## src/ycb_pkg.sv

```systemverilog
// Shared constants, types and helpers for the YCbCr color blend pipeline.
// No dependencies; imported by ycb_fwd, ycbcr_color_blend_top and the testbench.
package ycb_pkg;

  localparam int CHANNEL_BITS   = 16;
  localparam int COEF_FRAC_BITS = 16;
  localparam int PORT_W         = 16;
  localparam int FACTOR_W       = 10;
  localparam logic [FACTOR_W-1:0] FACTOR_RESET = 10'd461;

  // coefficient numerators in units of 1e-5
  localparam longint K_YR_N  = 29900;
  localparam longint K_YG_N  = 58700;
  localparam longint K_YB_N  = 11400;
  localparam longint K_CBR_N = 16870;
  localparam longint K_CBG_N = 33130;
  localparam longint K_CBB_N = 50000;
  localparam longint K_CRR_N = 50000;
  localparam longint K_CRG_N = 41870;
  localparam longint K_CRB_N = 8130;
  localparam longint K_RCR_N = 140200;
  localparam longint K_GCB_N = 34414;
  localparam longint K_GCR_N = 71414;
  localparam longint K_BCB_N = 177200;

  typedef struct packed {
    logic prod_en;
    logic sum_en;
  } ycb_adv_t;

  function automatic longint coef_q(input longint num, input int frac);
    return (num * (longint'(1) << frac) + 64'sd50000) / 64'sd100000;
  endfunction

  // width of one color's signed Y, Cb or Cr
  function automatic int fwd_w(input int cb, input int frac);
    return cb + frac + 3;
  endfunction

endpackage

```

## src/ycb_fwd.sv

```systemverilog
// RGB to YCbCr forward transform for one color: product stage, then sum stage.
// Depends on ycb_pkg for coefficients, the width helper and the advance struct.
module ycb_fwd import ycb_pkg::*; #(
  parameter int P_CB = CHANNEL_BITS,
  parameter int P_F  = COEF_FRAC_BITS
) (
  input  logic                                clk,
  input  ycb_adv_t                            adv,
  input  logic [P_CB-1:0]                     red,
  input  logic [P_CB-1:0]                     green,
  input  logic [P_CB-1:0]                     blue,
  output logic signed [fwd_w(P_CB, P_F)-1:0]  y_r,
  output logic signed [fwd_w(P_CB, P_F)-1:0]  cb_r,
  output logic signed [fwd_w(P_CB, P_F)-1:0]  cr_r
);

  localparam int YW = fwd_w(P_CB, P_F);
  localparam int PW = P_CB + P_F;

  localparam logic [P_F-1:0] K_YR  = P_F'(coef_q(K_YR_N, P_F));
  localparam logic [P_F-1:0] K_YG  = P_F'(coef_q(K_YG_N, P_F));
  localparam logic [P_F-1:0] K_YB  = P_F'(coef_q(K_YB_N, P_F));
  localparam logic [P_F-1:0] K_CBR = P_F'(coef_q(K_CBR_N, P_F));
  localparam logic [P_F-1:0] K_CBG = P_F'(coef_q(K_CBG_N, P_F));
  localparam logic [P_F-1:0] K_CBB = P_F'(coef_q(K_CBB_N, P_F));
  localparam logic [P_F-1:0] K_CRR = P_F'(coef_q(K_CRR_N, P_F));
  localparam logic [P_F-1:0] K_CRG = P_F'(coef_q(K_CRG_N, P_F));
  localparam logic [P_F-1:0] K_CRB = P_F'(coef_q(K_CRB_N, P_F));

  logic [PW-1:0] p_yr_r, p_yg_r, p_yb_r;
  logic [PW-1:0] p_cbr_r, p_cbg_r, p_cbb_r;
  logic [PW-1:0] p_crr_r, p_crg_r, p_crb_r;
  logic signed [YW-1:0] y_nxt, cb_nxt, cr_nxt;

  always_ff @(posedge clk) begin
    if (adv.prod_en) begin
      p_yr_r  <= PW'(red)   * PW'(K_YR);
      p_yg_r  <= PW'(green) * PW'(K_YG);
      p_yb_r  <= PW'(blue)  * PW'(K_YB);
      p_cbr_r <= PW'(red)   * PW'(K_CBR);
      p_cbg_r <= PW'(green) * PW'(K_CBG);
      p_cbb_r <= PW'(blue)  * PW'(K_CBB);
      p_crr_r <= PW'(red)   * PW'(K_CRR);
      p_crg_r <= PW'(green) * PW'(K_CRG);
      p_crb_r <= PW'(blue)  * PW'(K_CRB);
    end
  end

  always_comb begin
    y_nxt  = $signed(YW'(p_yr_r) + YW'(p_yg_r) + YW'(p_yb_r));
    cb_nxt = $signed(YW'(p_cbb_r) - YW'(p_cbr_r) - YW'(p_cbg_r));
    cr_nxt = $signed(YW'(p_crr_r) - YW'(p_crg_r) - YW'(p_crb_r));
  end

  always_ff @(posedge clk) begin
    if (adv.sum_en) begin
      y_r  <= y_nxt;
      cb_r <= cb_nxt;
      cr_r <= cr_nxt;
    end
  end

endmodule

```

## config.mk

```make
export PLATFORM = sky130hd
export DESIGN_NAME = ycb_fwd
export DESIGN_NICKNAME = d
export VERILOG_FILES = /design/src/ycb_pkg.sv /design/src/ycb_fwd.sv
export SDC_FILE = /design/constraint.sdc
export NUM_CORES = 2
export LEC_CHECK = 0
export BUFFER_PORTS_ARGS = -buffer_cell sky130_fd_sc_hd__buf_4
export CAP_MARGIN = 40
export CORE_MARGIN = 2
export CORE_UTILIZATION = 59
export DETAILED_ROUTE_END_ITERATION = 8
export HOLD_SLACK_MARGIN = 0.06
export PLACE_DENSITY = 0.82
export SLEW_MARGIN = 20
export SYNTH_ARGS = -nofsm -noshare
export SYNTH_HDL_FRONTEND = slang
export SYNTH_SLANG_ARGS = --single-unit
```

## constraint.sdc

```tcl
create_clock -name clk -period 5.39 [get_ports clk]
set_input_delay 0.2695 -clock clk [delete_from_list [all_inputs] [get_ports clk]]
set_output_delay 0.2695 -clock clk [all_outputs]
set_load 0.01 [all_outputs]
```

==> summary.txt <==
Logic synthesis
  – Synth Warn #: 0
  – Gate Count Post-Synth: 3692
  – Post-synth top area share: 0.238
  – Cell Area, Synth: around 39000 um^2
  – Netlist cell types: 82
  – Synth Flop Type: edfxtp_1
  – Synth area leaders: edfxtp_1 24%, ha_1 23%, fa_1 21%, inv_1 7.8%, xnor2_1 4.4%
  – EDFF count, synth: roughly 310
  – Top-count cell post-synth: inv_1
  – Synth top cells by count: 806 x inv_1, 721 x ha_1, 408 x fa_1
  – Synthesized flop and latch total: 307
  – Async set-reset flop share out of synthesis: 0
  – Largest area contributor in the netlist: edfxtp_1
  – Syn Area/Cell: about 10 um^2
  – Proportion of synthesized chip area in sequential cells: 0.238

Routing
  – DRT antenna net count: 0
  – Via count: ~28000
  – # DRC: 0
  – Drt via density: 5.73
  – Routed len/inst: 20.5 um
  – Drt pass-1 iters: 5
  – Initial DRC count: 2473
  – Total Wirelength: slightly above 100000 um

STA
  – Worst relative slew slack: 0.419
  – Final setup violation count: 0
  – Hold Fails Final Rpt: 0
  – Slew Limit Fails: 0
  – Max Freq: ~190 MHz
  – Fin crit share: 0.972
  – Clock Skew: about 0.024 ns
  – Shortest period the worst path allows: between 5 and 6 ns
  – Worst slew pin tran: about 0.87 ns

Global routing
  – Global route hottest layer: met2
  – Largest net degree at the start of global routing: 147
  – Initial antenna violation count: 0
  – Met1 usage: 0.409
  – Global route total overflow: 0
  – All-Layer GR Usage: 0.307
  – GRT met3 Usage: 0.0555
  – First-pass GRT wire length: between 150000 and 200000 um
  – Vias in the first global route: slightly below 30000
  – GR Util met2: 0.494

Clock network
  – CTS H-tree depth: 2
  – Worst-path clk slew: 0.06 ns
  – Clk Tree Root Cell: clkbuf_16
  – CTS Buffer Depth: 3
  – Cts bufs inserted: 36
  – CTS tree: yes
  – Clock Sinks: 307
  – Clk_lat worst skew: between 0.5 and 0.6 ns

Critical path
  – CP max FO: 8
  – Crit path launch type: input port
  – Worst path arrival time: 5.57 ns
  – Worst Setup End Kind: flip-flop
  – Type of the worst setup path: input port to flip-flop
  – CP Data Required Time: 5.72 ns

Final layout
  – Post-layout instance area: 43600 um^2
  – Fin nets: 5243
  – Fillers: 4830
  – Area growth, synth to finish: 12.6%
  – Fraction of layout cells with a size suffix above 1: 0.108

Floorplan
  – Die height: 260 um
  – Starting Density: 0.598
  – Core Region: roughly 65000 um^2
  – Die W: between 200 and 300 um
  – Row count: between 90 and 100
  – Die area: about 68000 um^2
  – IO Pins: between 150 and 200

Placed design
  – IO Port Bufs: around 150
  – Placed cell area: around 42000 um^2
  – Global placer's final weighted congestion: 0.994
  – Dpl hpwl: 85800 um

Worst hold path
  – HP Class: input port to flip-flop

Flow run
  – Max cap viols: 0

Status
  – Status: complete, no violations
## path summary, 6_finish.rpt
path	startpoint	to	slack (ns)	cells after the start
worst min-delay path	blue[7]	p_cbb_r[22]$_DFFE_PP_	0.07	2
worst max-delay path	red[10]	p_yr_r[30]$_DFFE_PP_	0.15	20
worst max register to register	p_crr_r[15]$_DFFE_PP_	cr_r[30]$_DFFE_PP_	0.53	15
worst min register to register	p_yg_r[31]$_DFFE_PP_	y_r[32]$_DFFE_PP_	0.69	2
## layout make-up
class / instances / area, um^2 / share of cell area
flip-flops and latches: 307 / 9220 / 0.212
inverters: 806 / 3030 / 0.0694
well taps: 855 / 1070 / 0.0246
clock inverters: 20 / 244 / 0.00560
repair buffers: 343 / 2640 / 0.0606
multi-input cells: 2569 / 26400 / 0.607
diodes: 1 / 2.50 / 0.0000574
clock buffers: 42 / 923 / 0.0212
## registers in the layout (all words and copies together), names as in the netlist
register / flops
cb_r: 29
cr_r: 29
p_cbb_r: 14
p_cbg_r: 26
p_cbr_r: 25
p_crb_r: 25
p_crg_r: 27
p_crr_r: 16
p_yb_r: 28
p_yg_r: 27
p_yr_r: 28
y_r: 33
## per-layer routing
metal | wire (um) | vias to the layer above
li1 | - | 13194
met1 | 42000 | 13745
met2 | 46000 | 1158
met3 | 8070 | 232
met4 | 5230 | 0
met5 | 0 | -
## metrics by stage
| stage | TNS [ns] | setup slack (ns) | hold slack (ns) | std cells | utilization |
|---|---|---|---|---|---|
| 2_1_floorplan | 0 | 0.133 | 0.368 | 3701 | - |
| 3_3_place_gp | -0.221 | -0.221 | 0.524 | 4867 | 0.652 |
| 3_5_place_dp | -0.769 | -0.261 | 0.527 | 4867 | 0.652 |
| 4_1_cts | 0 | 0.0362 | 0.0610 | 4939 | 0.671 |
| 5_1_grt | -0.00575 | -0.00483 | 0.0709 | 4942 | 0.673 |
| 6_report | 0 | 0.153 | 0.0695 | 4943 | 0.673 |
## critical path, stage by stage
cell and delay, ns:
dlygate4sd3_1 0.57, buf_4 0.21, ha_1 0.34, ha_1 0.28
ha_1 0.32, fa_1 0.56, inv_1 0.06, fa_1 0.55
inv_1 0.06, fa_1 0.61, ha_4 0.23, nand2_1 0.07
nand2_1 0.05, a21oi_1 0.17, o31ai_2 0.14, a21oi_4 0.21
o21ai_2 0.10, or4_1 0.47, a31oi_1 0.21, xnor2_1 0.08
## repair_timing
action / CTS / global route
setup buffers: 0 / 2
hold buffers: 10 / 0
gates resized for setup: 0 / 17
endpoints found under the hold margin: 10 / 0
endpoints found under the setup margin: 0 / 8
## kinds of logic (layout without fill, tap and decap cells)
logic type      after synthesis  after routing  synth area share
compound gates              651            651             0.110
xor+xnor                    273            273            0.0618
fa+ha+maj                  1129           1129             0.444
buf+inv                     825           1211            0.0814
flops                       307            307             0.238
mux                           1              1          0.000259
other cells                   1             11         0.0000969
simple gates                505            505            0.0642
## placed cells by master, fill, tap and decap left out, types with 102 or more instances in the layout
cell      synthesis  routed
a21o_1          102     102
a21oi_1         200     198
buf_4            14     329
edfxtp_1        307     307
fa_1            408     408
ha_1            721     715
inv_1           806     805
nor2_1          148     148
o21ai_0         108     107
xnor2_1         196     196
Power is not shown: default switching activity piles up to over one toggle a cycle in this logic, so the estimate is an artifact.
